==> config.mk <==
export PLATFORM = sky130hd
export DESIGN_NAME = vigenere_cipher_cyrillic_unit
export DESIGN_NICKNAME = d
export VERILOG_FILES = /design/src/rtl/vcc_pkg.sv /design/src/rtl/vcc_ram.sv /design/src/rtl/vcc_key_ctrl.sv /design/src/rtl/vcc_shift.sv /design/src/rtl/vigenere_cipher_cyrillic_unit.sv
export SDC_FILE = /design/constraint.sdc
export NUM_CORES = 1
export LEC_CHECK = 0
export BUFFER_PORTS_ARGS = -buffer_cell sky130_fd_sc_hd__buf_2
export CAP_MARGIN = 10
export CORE_UTILIZATION = 35
export DETAILED_ROUTE_END_ITERATION = 12
export GPL_TIMING_DRIVEN = 0
export HOLD_SLACK_MARGIN = 0.15
export PLACE_DENSITY = 0.51
export SETUP_SLACK_MARGIN = 0.05
export SYNTH_ARGS = -nofsm -noshare
export SYNTH_HDL_FRONTEND = slang
export SYNTH_SLANG_ARGS = --single-unit
==> constraint.sdc <==
create_clock -name clk -period 5.1 [get_ports clk]
set_input_delay 0 -clock clk [delete_from_list [all_inputs] [get_ports clk]]
set_output_delay 0 -clock clk [all_outputs]
set_load 0.05 [all_outputs]
==> src/rtl/vcc_pkg.sv <==
// Shared types, constants and letter mapping for the Cyrillic Vigenere unit.
package vcc_pkg;

    localparam int KEY_DEPTH   = 32;
    localparam int ALPHA_SIZE  = 33;
    localparam int KEY_ADDR_W  = (KEY_DEPTH > 1) ? $clog2(KEY_DEPTH) : 1;
    localparam int KEY_LEN_W   = $clog2(KEY_DEPTH + 1);
    localparam int LETTER_W    = 6;
    localparam int CODE_W      = 16;
    localparam int KEY_COUNT_W = 6;

    typedef enum logic [1:0] {
        CMD_CLEAR   = 2'd0,
        CMD_APPEND  = 2'd1,
        CMD_ENCRYPT = 2'd2,
        CMD_RESTART = 2'd3
    } cmd_t;

    typedef enum logic [1:0] {
        ST_OK         = 2'd0,
        ST_KEY_EMPTY  = 2'd1,
        ST_KEY_FULL   = 2'd2,
        ST_NOT_LETTER = 2'd3
    } status_t;

    // Decoded letter: idx is the small-letter alphabet index 0..32
    typedef struct packed {
        logic                is_letter;
        logic                upper;
        logic [LETTER_W-1:0] idx;
    } letter_t;

    // Request state handed from the key stage to the shift stage
    typedef struct packed {
        logic                   enc;
        logic                   upper;
        logic [LETTER_W-1:0]    idx;
        logic [CODE_W-1:0]      code_point;
        status_t                status;
        logic [KEY_COUNT_W-1:0] key_count;
    } item_t;

    // Alphabet order: a..ie (0..5), io (6), zhe..ya (7..32)
    function automatic letter_t letter_decode(input logic [CODE_W-1:0] cu);
        letter_t l;
        l.is_letter = 1'b1;
        l.upper     = 1'b0;
        l.idx       = '0;
        if (cu >= 16'h0430 && cu <= 16'h0435) begin
            l.idx = LETTER_W'(cu - 16'h0430);
        end else if (cu == 16'h0451) begin
            l.idx = LETTER_W'(6);
        end else if (cu >= 16'h0436 && cu <= 16'h044F) begin
            l.idx = LETTER_W'(cu - 16'h042F);
        end else if (cu >= 16'h0410 && cu <= 16'h0415) begin
            l.upper = 1'b1;
            l.idx   = LETTER_W'(cu - 16'h0410);
        end else if (cu == 16'h0401) begin
            l.upper = 1'b1;
            l.idx   = LETTER_W'(6);
        end else if (cu >= 16'h0416 && cu <= 16'h042F) begin
            l.upper = 1'b1;
            l.idx   = LETTER_W'(cu - 16'h040F);
        end else begin
            l.is_letter = 1'b0;
        end
        return l;
    endfunction

    function automatic logic [CODE_W-1:0] letter_encode(input logic [LETTER_W-1:0] idx,
                                                        input logic upper);
        logic [CODE_W-1:0] base;
        logic [CODE_W-1:0] code;
        base = upper ? 16'h0410 : 16'h0430;
        if (idx < LETTER_W'(6)) begin
            code = base + CODE_W'(idx);
        end else if (idx == LETTER_W'(6)) begin
            code = upper ? 16'h0401 : 16'h0451;
        end else begin
            code = base + CODE_W'(idx) - 16'd1;
        end
        return code;
    endfunction

endpackage

==> src/rtl/vcc_ram.sv <==
// Generic single-write, single-read RAM with registered read data.
module vcc_ram #(
    parameter int WIDTH = 8,
    parameter int DEPTH = 32
) (
    input  logic                                    clk,
    input  logic                                    we,
    input  logic [((DEPTH > 1) ? $clog2(DEPTH) : 1)-1:0] waddr,
    input  logic [WIDTH-1:0]                        wdata,
    input  logic                                    re,
    input  logic [((DEPTH > 1) ? $clog2(DEPTH) : 1)-1:0] raddr,
    output logic [WIDTH-1:0]                        rdata
);

    logic [WIDTH-1:0] mem [DEPTH];

    always_ff @(posedge clk)
    begin
        if (we)
        begin
            mem[waddr] <= wdata;
        end
        if (re)
        begin
            rdata <= mem[raddr];
        end
    end

endmodule

==> src/rtl/vcc_key_ctrl.sv <==
// Key stage: command decode, key length/position update and key store access.
module vcc_key_ctrl
    import vcc_pkg::*;
(
    input  logic                clk,
    input  logic                rst_n,
    input  logic                accept,
    input  cmd_t                cmd,
    input  logic [CODE_W-1:0]   code_point,
    output item_t               item,
    output logic [LETTER_W-1:0] key_letter
);

    logic [KEY_LEN_W-1:0]  len_reg, len_next;
    logic [KEY_ADDR_W-1:0] pos_reg, pos_next;
    logic [KEY_ADDR_W-1:0] pos_use;
    logic [KEY_LEN_W-1:0]  pos_inc;
    letter_t               letter;
    logic                  we;

    always_comb
    begin
        letter  = letter_decode(code_point);
        // position past length cannot happen, but treat it as zero
        pos_use = (KEY_LEN_W'(pos_reg) >= len_reg) ? '0 : pos_reg;
        pos_inc = KEY_LEN_W'(pos_use) + KEY_LEN_W'(1);

        len_next        = len_reg;
        pos_next        = pos_reg;
        we              = 1'b0;
        item.enc        = 1'b0;
        item.upper      = letter.upper;
        item.idx        = letter.idx;
        item.code_point = code_point;
        item.status     = ST_OK;

        unique case (cmd)
            CMD_CLEAR:
            begin
                len_next = '0;
                pos_next = '0;
            end
            CMD_APPEND:
            begin
                if (!letter.is_letter)
                begin
                    item.status = ST_NOT_LETTER;
                end
                else if (len_reg >= KEY_LEN_W'(KEY_DEPTH))
                begin
                    item.status = ST_KEY_FULL;
                end
                else
                begin
                    we       = 1'b1;
                    len_next = len_reg + KEY_LEN_W'(1);
                end
            end
            CMD_ENCRYPT:
            begin
                if (len_reg == '0)
                begin
                    item.status = ST_KEY_EMPTY;
                end
                else if (!letter.is_letter)
                begin
                    item.status = ST_NOT_LETTER;
                end
                else
                begin
                    item.enc = 1'b1;
                    pos_next = (pos_inc >= len_reg) ? '0 : pos_inc[KEY_ADDR_W-1:0];
                end
            end
            CMD_RESTART:
            begin
                pos_next = '0;
            end
            default:
            begin
                pos_next = pos_reg;
            end
        endcase

        item.key_count = KEY_COUNT_W'(len_next);
    end

    always_ff @(posedge clk or negedge rst_n)
    begin
        if (!rst_n)
        begin
            len_reg <= '0;
            pos_reg <= '0;
        end
        else if (accept)
        begin
            len_reg <= len_next;
            pos_reg <= pos_next;
        end
    end

    // Key letters are stored folded to small-letter indexes
    vcc_ram #(
        .WIDTH (LETTER_W),
        .DEPTH (KEY_DEPTH)
    ) u_key_ram (
        .clk   (clk),
        .we    (accept && we),
        .waddr (len_reg[KEY_ADDR_W-1:0]),
        .wdata (letter.idx),
        .re    (accept),
        .raddr (pos_use),
        .rdata (key_letter)
    );

endmodule

==> src/rtl/vcc_shift.sv <==
// Shift stage: adds the key letter modulo 33 and re-encodes the code unit.
module vcc_shift
    import vcc_pkg::*;
(
    input  item_t               item,
    input  logic [LETTER_W-1:0] key_letter,
    output logic [CODE_W-1:0]   code_out
);

    logic [LETTER_W:0]   sum;
    logic [LETTER_W-1:0] shifted;

    always_comb
    begin
        sum     = {1'b0, item.idx} + {1'b0, key_letter};
        shifted = (sum >= (LETTER_W+1)'(ALPHA_SIZE))
                ? LETTER_W'(sum - (LETTER_W+1)'(ALPHA_SIZE))
                : sum[LETTER_W-1:0];
        code_out = item.enc ? letter_encode(shifted, item.upper) : item.code_point;
    end

endmodule

==> src/rtl/vigenere_cipher_cyrillic_unit.sv <==
// Top level of the Cyrillic Vigenere stream cipher unit.
// Each request is held in s1_reg after its accept edge and then moves into the output register.
// Throughput: one request per cycle unless the master side stalls; the key update and key store
// read finish at the accept edge, the mod-33 shift and re-encode then load the output register.
// Reset (rst_n low, async) empties the key and zeroes the key position and pipeline
// valids; the key store itself is not cleared, only entries below the length are read.
module vigenere_cipher_cyrillic_unit
    import vcc_pkg::*;
(
    input  logic        clk,
    input  logic        rst_n,
    // slave side
    input  logic        s_tvalid,
    output logic        s_tready,
    input  logic [15:0] s_tdata,   // [15:0] code_point
    input  logic [1:0]  s_tuser,   // [1:0] cmd
    // master side
    output logic        m_tvalid,
    input  logic        m_tready,
    output logic [23:0] m_tdata,   // [15:0] out_code_point, [21:16] key_count, [23:22] zero
    output logic [1:0]  m_tuser    // [1:0] status
);

    logic                accept;
    logic                advance;
    item_t               item;
    logic [LETTER_W-1:0] key_letter;
    logic [CODE_W-1:0]   code_out;

    logic                   s1_valid_reg;
    item_t                  s1_reg;
    logic                   out_valid_reg;
    logic [CODE_W-1:0]      out_code_reg;
    status_t                out_status_reg;
    logic [KEY_COUNT_W-1:0] out_count_reg;

    // Output register moves when empty or drained; the key stage moves when its
    // request can go forward (or it holds nothing).
    assign advance  = !out_valid_reg || m_tready;
    assign s_tready = !s1_valid_reg || advance;
    assign accept   = s_tvalid && s_tready;

    // Key state update and key letter fetch happen at accept, so the next
    // request sees the updated position with no bubble.
    vcc_key_ctrl u_key_ctrl (
        .clk        (clk),
        .rst_n      (rst_n),
        .accept     (accept),
        .cmd        (cmd_t'(s_tuser)),
        .code_point (s_tdata),
        .item       (item),
        .key_letter (key_letter)
    );

    // Key letter arrives from the RAM register aligned with s1_reg
    vcc_shift u_shift (
        .item       (s1_reg),
        .key_letter (key_letter),
        .code_out   (code_out)
    );

    always_ff @(posedge clk or negedge rst_n)
    begin
        if (!rst_n)
        begin
            s1_valid_reg  <= 1'b0;
            out_valid_reg <= 1'b0;
        end
        else
        begin
            if (s_tready)
            begin
                s1_valid_reg <= s_tvalid;
            end
            if (advance)
            begin
                out_valid_reg <= s1_valid_reg;
            end
        end
    end

    always_ff @(posedge clk)
    begin
        if (accept)
        begin
            s1_reg <= item;
        end
        if (advance && s1_valid_reg)
        begin
            out_code_reg   <= code_out;
            out_status_reg <= s1_reg.status;
            out_count_reg  <= s1_reg.key_count;
        end
    end

    assign m_tvalid = out_valid_reg;
    assign m_tdata  = {2'b00, out_count_reg, out_code_reg};
    assign m_tuser  = out_status_reg;

endmodule

* Word level (Yosys, flattened, before mapping)
Memories as Yosys holds them, arrays and structs flattened. A register that Yosys moved wholly into a read port is not among the register bits.
Index checks and enable logic that the tools add are counted.
** Word-level totals
- Output and inout port bits :: 28
- Bits in read-only memories :: 0
- Memories kept :: 1
- Bits in writable memories :: 192
- Bits in latches :: 0
- Input port bits :: 22
- Flip-flop bits (word level) :: 69
- Word-level logic and storage cells :: 101
** Memory list
- u_key_ctrl.u_key_ram.mem :: depth 32, bits a word 6, read ports 1, clocked after Yosys merged registers in 1, wr ports 1, RTL line vcc_ram.sv:15 : logic [WIDTH-1:0] mem [DEPTH];
** Operators by class
- Eq/ne operators :: 8
- Add/subtract/negate cells :: 10
- Multiply operators :: 0
- Mux-type cells :: 37
- Div/mod/pow operators :: 0
- $lt $le $gt $ge :: 13
- Reductions and logical operators :: 18
- Shift operators :: 0
- Bitwise logic cells :: 1
** Operators by type and width (number)
- >= comparator 16 x 11 -> 1 bit, second input constant :: 4
- <= comparator 16 x 11 -> 1 bit, second input constant :: 4
- two-way mux 16 bit :: 3
- two-way mux 6 bit :: 7
- equality test 16 x 11 -> 1 bit, second input constant :: 2
- two-way mux 7 bit :: 4
- two-way mux 5 bit :: 4
- subtractor 6 bit, second input constant :: 3
- adder 16 x 6 -> 16 bit :: 1
- subtractor 16 x 1 -> 16 bit, second input constant :: 1
- two-way mux 2 bit :: 7
- one-hot mux 6 bit (2 select lines) :: 1
- one-hot mux 5 bit (2 select lines) :: 1
- two-way mux 1 bit :: 9
- adder 6 x 6 -> 7 bit :: 1
- >= comparator 7 x 6 -> 1 bit, second input constant :: 1
- logical AND 1 bit :: 7
- adder 5 x 1 -> 6 bit, second input constant :: 1
- adder 6 x 1 -> 6 bit, second input constant :: 1
- equality test 6 x 3 -> 1 bit, second input constant :: 1
- >= comparator 5 x 6 -> 1 bit :: 1
- >= comparator 6 bit :: 1
- >= comparator 6 bit, second input constant :: 1
- zero test 6 bit :: 1
- other kinds (16) :: 20

* Depth between registers and ports, before layout
- Depth after elaboration :: 13
- Depth in mapped cells :: 21

* Cells and area by module
From an unflattened synthesis, not the netlist that was laid out.
** Second synthesis, totals
- Cells, all modules :: 811
- Area total of the unflattened synthesis :: 12708.4 µm²
** Modules (own cells, without submodules)
- vcc_ram :: area an instance 7649.8 µm², cells each 323, instances 1
- vcc_key_ctrl :: area an instance 2005.7 µm², cells each 261, instances 1
- vigenere_cipher_cyrillic_unit :: area an instance 1804.2 µm², cells each 67, instances 1
- vcc_shift :: area an instance 1248.7 µm², cells each 160, instances 1

* Worst setup path after synthesis
Ideal clock, no wire load.
- Path type :: reg-to-reg
- Start :: reg u_key_ctrl.pos_reg[0]
- End :: reg u_key_ctrl.pos_reg[0]
- Period minus slack after synthesis :: 4.738 ns
- Buffers on the path :: 4
- Cell stages (with the launch flop) :: 22
- Arrival time :: 4.672 ns
- Path slack :: 0.362 ns
- Cells stage by stage :: dfrtp_1 clkbuf_1 clkbuf_1 clkbuf_1 inv_1 ha_1 nand2b_1 a21o_1 a21o_1 a21oi_1 nand2_1 inv_2 clkbuf_1 ha_1 ha_1 a21o_1 a21o_1 a21o_1 a21oi_1 o21ai_0 a2111oi_4 a22o_1
** On the way
- Word-level cells in the longest chain between the ends :: 8
** Ends and longest elaborated chain
- start, declared :: RTL line vcc_key_ctrl.sv:15 : logic [KEY_ADDR_W-1:0] pos_reg, pos_next;
- start signal, assigned :: RTL line vcc_key_ctrl.sv:98 : pos_reg <= pos_next;
- >= comparator 5 x 6 -> 1 bit :: RTL line vcc_key_ctrl.sv:25 : pos_use = (KEY_LEN_W'(pos_reg) >= len_reg) ? '0 : pos_reg;
- two-way mux 5 bit * :: RTL line vcc_key_ctrl.sv:25
- adder 5 x 1 -> 6 bit * :: RTL line vcc_key_ctrl.sv:26 : pos_inc = KEY_LEN_W'(pos_use) + KEY_LEN_W'(1);
- >= comparator 6 bit :: RTL line vcc_key_ctrl.sv:72 : pos_next = (pos_inc >= len_reg) ? '0 : pos_inc[KEY_ADDR_W-1:0];
- two-way mux 5 bit * :: RTL line vcc_key_ctrl.sv:72
- two-way mux 5 bit * :: RTL line vcc_key_ctrl.sv:65 : else if (!letter.is_letter)
- two-way mux 5 bit * :: RTL line vcc_key_ctrl.sv:61 : if (len_reg == '0)
- one-hot mux 5 bit (2 select lines) * :: RTL line vcc_key_ctrl.sv:37 : unique case (cmd)
Every way passes the cells marked *; elsewhere a longest branch is shown, timed or not. The select of a mux whose other input is x is not followed.
A chain may end at the register's enable or synchronous reset.

* Worst setup path in the final report
- Start :: reg u_key_ctrl.pos_reg[0]
- End :: reg u_key_ctrl.pos_reg[1]
The elaborated chain is that of the path after synthesis.

==> metrics <==
critical path capture point type=register; sequence of cells on the critical path=clkbuf_1 -> buf_6 -> inv_1 -> ha_1 -> nand2b_1 -> a21o_1 -> a21o_1 -> a21oi_4 -> nand2_1 -> inv_2 -> clkbuf_4 -> ha_1 -> ha_1 -> a21o_1 -> a21o_1 -> a21o_1 -> a21oi_1 -> o21ai_0 -> a2111oi_4 -> buf_4 -> a22o_1; Pwr Density=413.9 mW/mm2; HP Start=s_tdata[13]; leakage=5.344 nW; Site Rows=69; die height=192.0 um; startpoint types=register; cell count after placement=1462; top cell type's share of synthesized area=60.37%; Peak Freq=0.2127 GHz; Seq pwr share=40.2%; Post-Layout Cell Count=1540; post-synth cell types=78; largest family of logic cells by synthesized area=compound AO/OA/AOI/OAI gates; Logic pwr share=23.5%; Synth Warn #=0; Synth Area in Compound Gates=12.35%; drt first-iter violations=461; kind of critical path=register to register; peak per-stage delay on the critical path=0.33 ns; slew margin rel.=24.70%; IO Pins=50; synth-to-layout area growth=18.13%; CP bufs+invs=6; slowest CP cell=a2111oi_4; Finished Cell Area=0.01492 mm2; Vias/cell=5.168; CP most frequent cell=a21o_1; average cell area after synthesis=13.33 um2; clk slew on worst S/H paths=0.06 ns; worst vdd ir=0.2950 mV; fraction of registers with async set/reset=4.869%; Worst EP required=5.61 ns; cell accounting for the most synthesized area=edfxtp_1; Clk pwr share=36.3%; Post-synth top cells=edfxtp_1, nor2_1, inv_1, mux2i_1, ha_1; top cells by area, synth=edfxtp_1, ha_1, mux2_2; Post-DRT Antenna Nets=0; unrepaired setup endpoints after global routing=false; DR vias=7958; status=completed; Max Cap Viol=0; Fin Clk Skew=0.01790 ns; max reg flops=192; Fin. Hold Viols=0; drt first pass iters=4; Post-Syn Instances=948; CTS tree=done; Horiz. Die Dim=192.0 um; CTS Sinks=267; Final Cycle Share=92.17%; DPL Wire Length=20990 um; Seq cells post-synth=267; Net Sw Power=1.820 mW; H-tree depth=1; Post-Synth Adder-Cell Area=4.378%; mux contribution to synthesized area=6.804%; Initial Util=35.52%; final setup fails=0; worst skew pair latency=0.57 ns; number of synthesized flops with an enable pin=254; Routed WL=29820 um; Synth Area in XOR/XNOR=0.8319%; CP arrival=5.21 ns; Wirelength per Cell=19.36 um; Int Power=4.357 mW; Crit path max-delay family=compound AO/OA/AOI/OAI gates; first-pass GRT wire length=45550 um; Diodes inserted=0; Pins Over Slew Limit=0; minimum clock period after layout=4.701 ns; RD Place Congestion=0.8275; Hold Crit Class=input port to register; die area=0.03686 mm2; pin count of the biggest net entering global routing=47; worst-case clock buffer depth=3; Sw Share=29.47%; simple-gate area share of the yosys netlist=9.765%; DR DRC count=0; Worst Tran Pin Value=1.130 ns; initial antenna violation count=0; synthesized cell area=0.01263 mm2; Placed Area=0.01362 mm2; root buffer cell=clkbuf_16; Critical Path Fanout Max=19; crit path from=u_key_ctrl.pos_reg[0]; TritonCTS Buffers=30; PortBufs=47; Congestion Overflow GR=0; GR Util All Layers=16.48%; vias in the first global route=7732; layout cells sized above 1=16.03%; worst r2r src=u_key_ctrl.pos_reg[0]; Net count, final=1122; sequential fraction of the synthesis area=62.95%; Top FF cell, synth=edfxtp_1; Core ar.=0.03557 mm2; most frequent cell after synthesis=edfxtp_1
-- path summary, 6_finish.rpt --
check / end / slack, ns / cells past startpoint
min: s1_reg[21] / 0.18 / 2
max reg2reg: u_key_ctrl.pos_reg[1] / 0.40 / 21
max in group asynchronous: u_key_ctrl.pos_reg[3] / 4.10 / 3
max: u_key_ctrl.pos_reg[1] / 0.40 / 21
min in group asynchronous: u_key_ctrl.len_reg[1] / 0.54 / 3
min reg2reg: out_count_reg[0] / 0.42 / 0
-- routing by layer --
layer,vias up,GRT usage [%],share of wire [%]
met3,57,2.211,3.5
met5,-,0,0
met1,3880,22.95,48
li1,3864,-,-
met4,0,6.208,3.8
met2,157,26.10,45
-- per-stage QoR --
stage | setup WS [ns] | setup TNS, ns | util (%) | hold slack (ns) | power, mW
after floorplan | 0.3616 | 0 | - | -0.2956 | 3.561
after global placement | -1.193 | -56.06 | 37.81 | -0.08112 | 3.932
after detailed placement | -1.144 | -6.580 | 38.29 | -0.07519 | 3.951
after CTS | 0.1649 | 0 | 41.90 | 0.1530 | 6.221
after global routing | 0.09479 | 0 | 41.96 | 0.1709 | 6.447
final | 0.3992 | 0 | 41.96 | 0.1786 | 6.177
-- kinds of logic after synthesis --
group           after synthesis
xor+xnor                     12
flops                       267
fa+ha+maj                    43
compound gates              212
simple gates                237
buf+inv                      95
mux                          81
other cells                   1
-- power groups by stage --
| stage | sequential (mW) | clock, mW | combinational [mW] |
|---|---|---|---|
| 2_1_floorplan | 2.61 | 0 | 0.948 |
| 3_3_place_gp | 2.53 | 0 | 1.40 |
| 3_5_place_dp | 2.53 | 0 | 1.42 |
| 4_1_cts | 2.48 | 2.29 | 1.45 |
| 5_1_grt | 2.49 | 2.37 | 1.59 |
| 6_report | 2.48 | 2.24 | 1.45 |
-- area by class of cell --
class	instances	area, um2
timing repair buffer	78	610.6
multi-input combinational	587	4378
clock buffer	33	762.0
fill	3306	20640
clock inverter	21	274.0
sequential	267	7953
buffer	40	170.2
inverter	53	200.2
tap	461	576.8
-- repair_timing --
action                     CTS  global route
gates resized for setup      6             3
pin swaps                    1             1
hold endpoints to repair    80             0
setup endpoints to repair   11             5
buffers inserted             0             1
hold buffers                24             0
-- worst register-to-register path, cell delays in order (launching register included) --
cell,delay (ns)
dfrtp_1,0.32
clkbuf_1,0.20
buf_6,0.25
inv_1,0.07
ha_1,0.28
nand2b_1,0.14
a21o_1,0.17
a21o_1,0.23
a21oi_4,0.24
nand2_1,0.14
inv_2,0.18
clkbuf_4,0.29
ha_1,0.30
ha_1,0.29
a21o_1,0.16
a21o_1,0.18
a21o_1,0.17
a21oi_1,0.18
o21ai_0,0.16
a2111oi_4,0.33
buf_4,0.20
a22o_1,0.15
-- placed cells by master (no fill, tap or decap), types with 5 or more instances in the layout --
master,netlist,routed
o211ai_1,6,6
a31oi_1,23,23
o31ai_1,14,14
a211oi_1,31,31
clkbuf_16,0,30
mux2i_1,42,41
clkinv_2,0,7
clkbuf_1,39,38
o21ai_0,31,30
nand2b_1,16,16
nor2b_1,20,20
nand3_1,23,23
nand2_1,24,23
nor2_1,98,97
and2_1,5,5
dlygate4sd3_1,0,24
buf_2,1,48
mux2_2,39,39
a22o_1,8,8
clkinv_1,1,6
ha_1,41,41
nor3_1,5,5
inv_1,51,51
a21oi_1,13,12
a211o_1,8,8
or3_1,5,5
and4_1,6,6
o22ai_1,25,24
or2_2,5,5
and3_1,5,5
dfrtp_1,13,13
xnor2_1,8,8
edfxtp_1,254,254
a21o_1,10,10
bufinv_16,0,6
(Power assumes the default switching activity.)
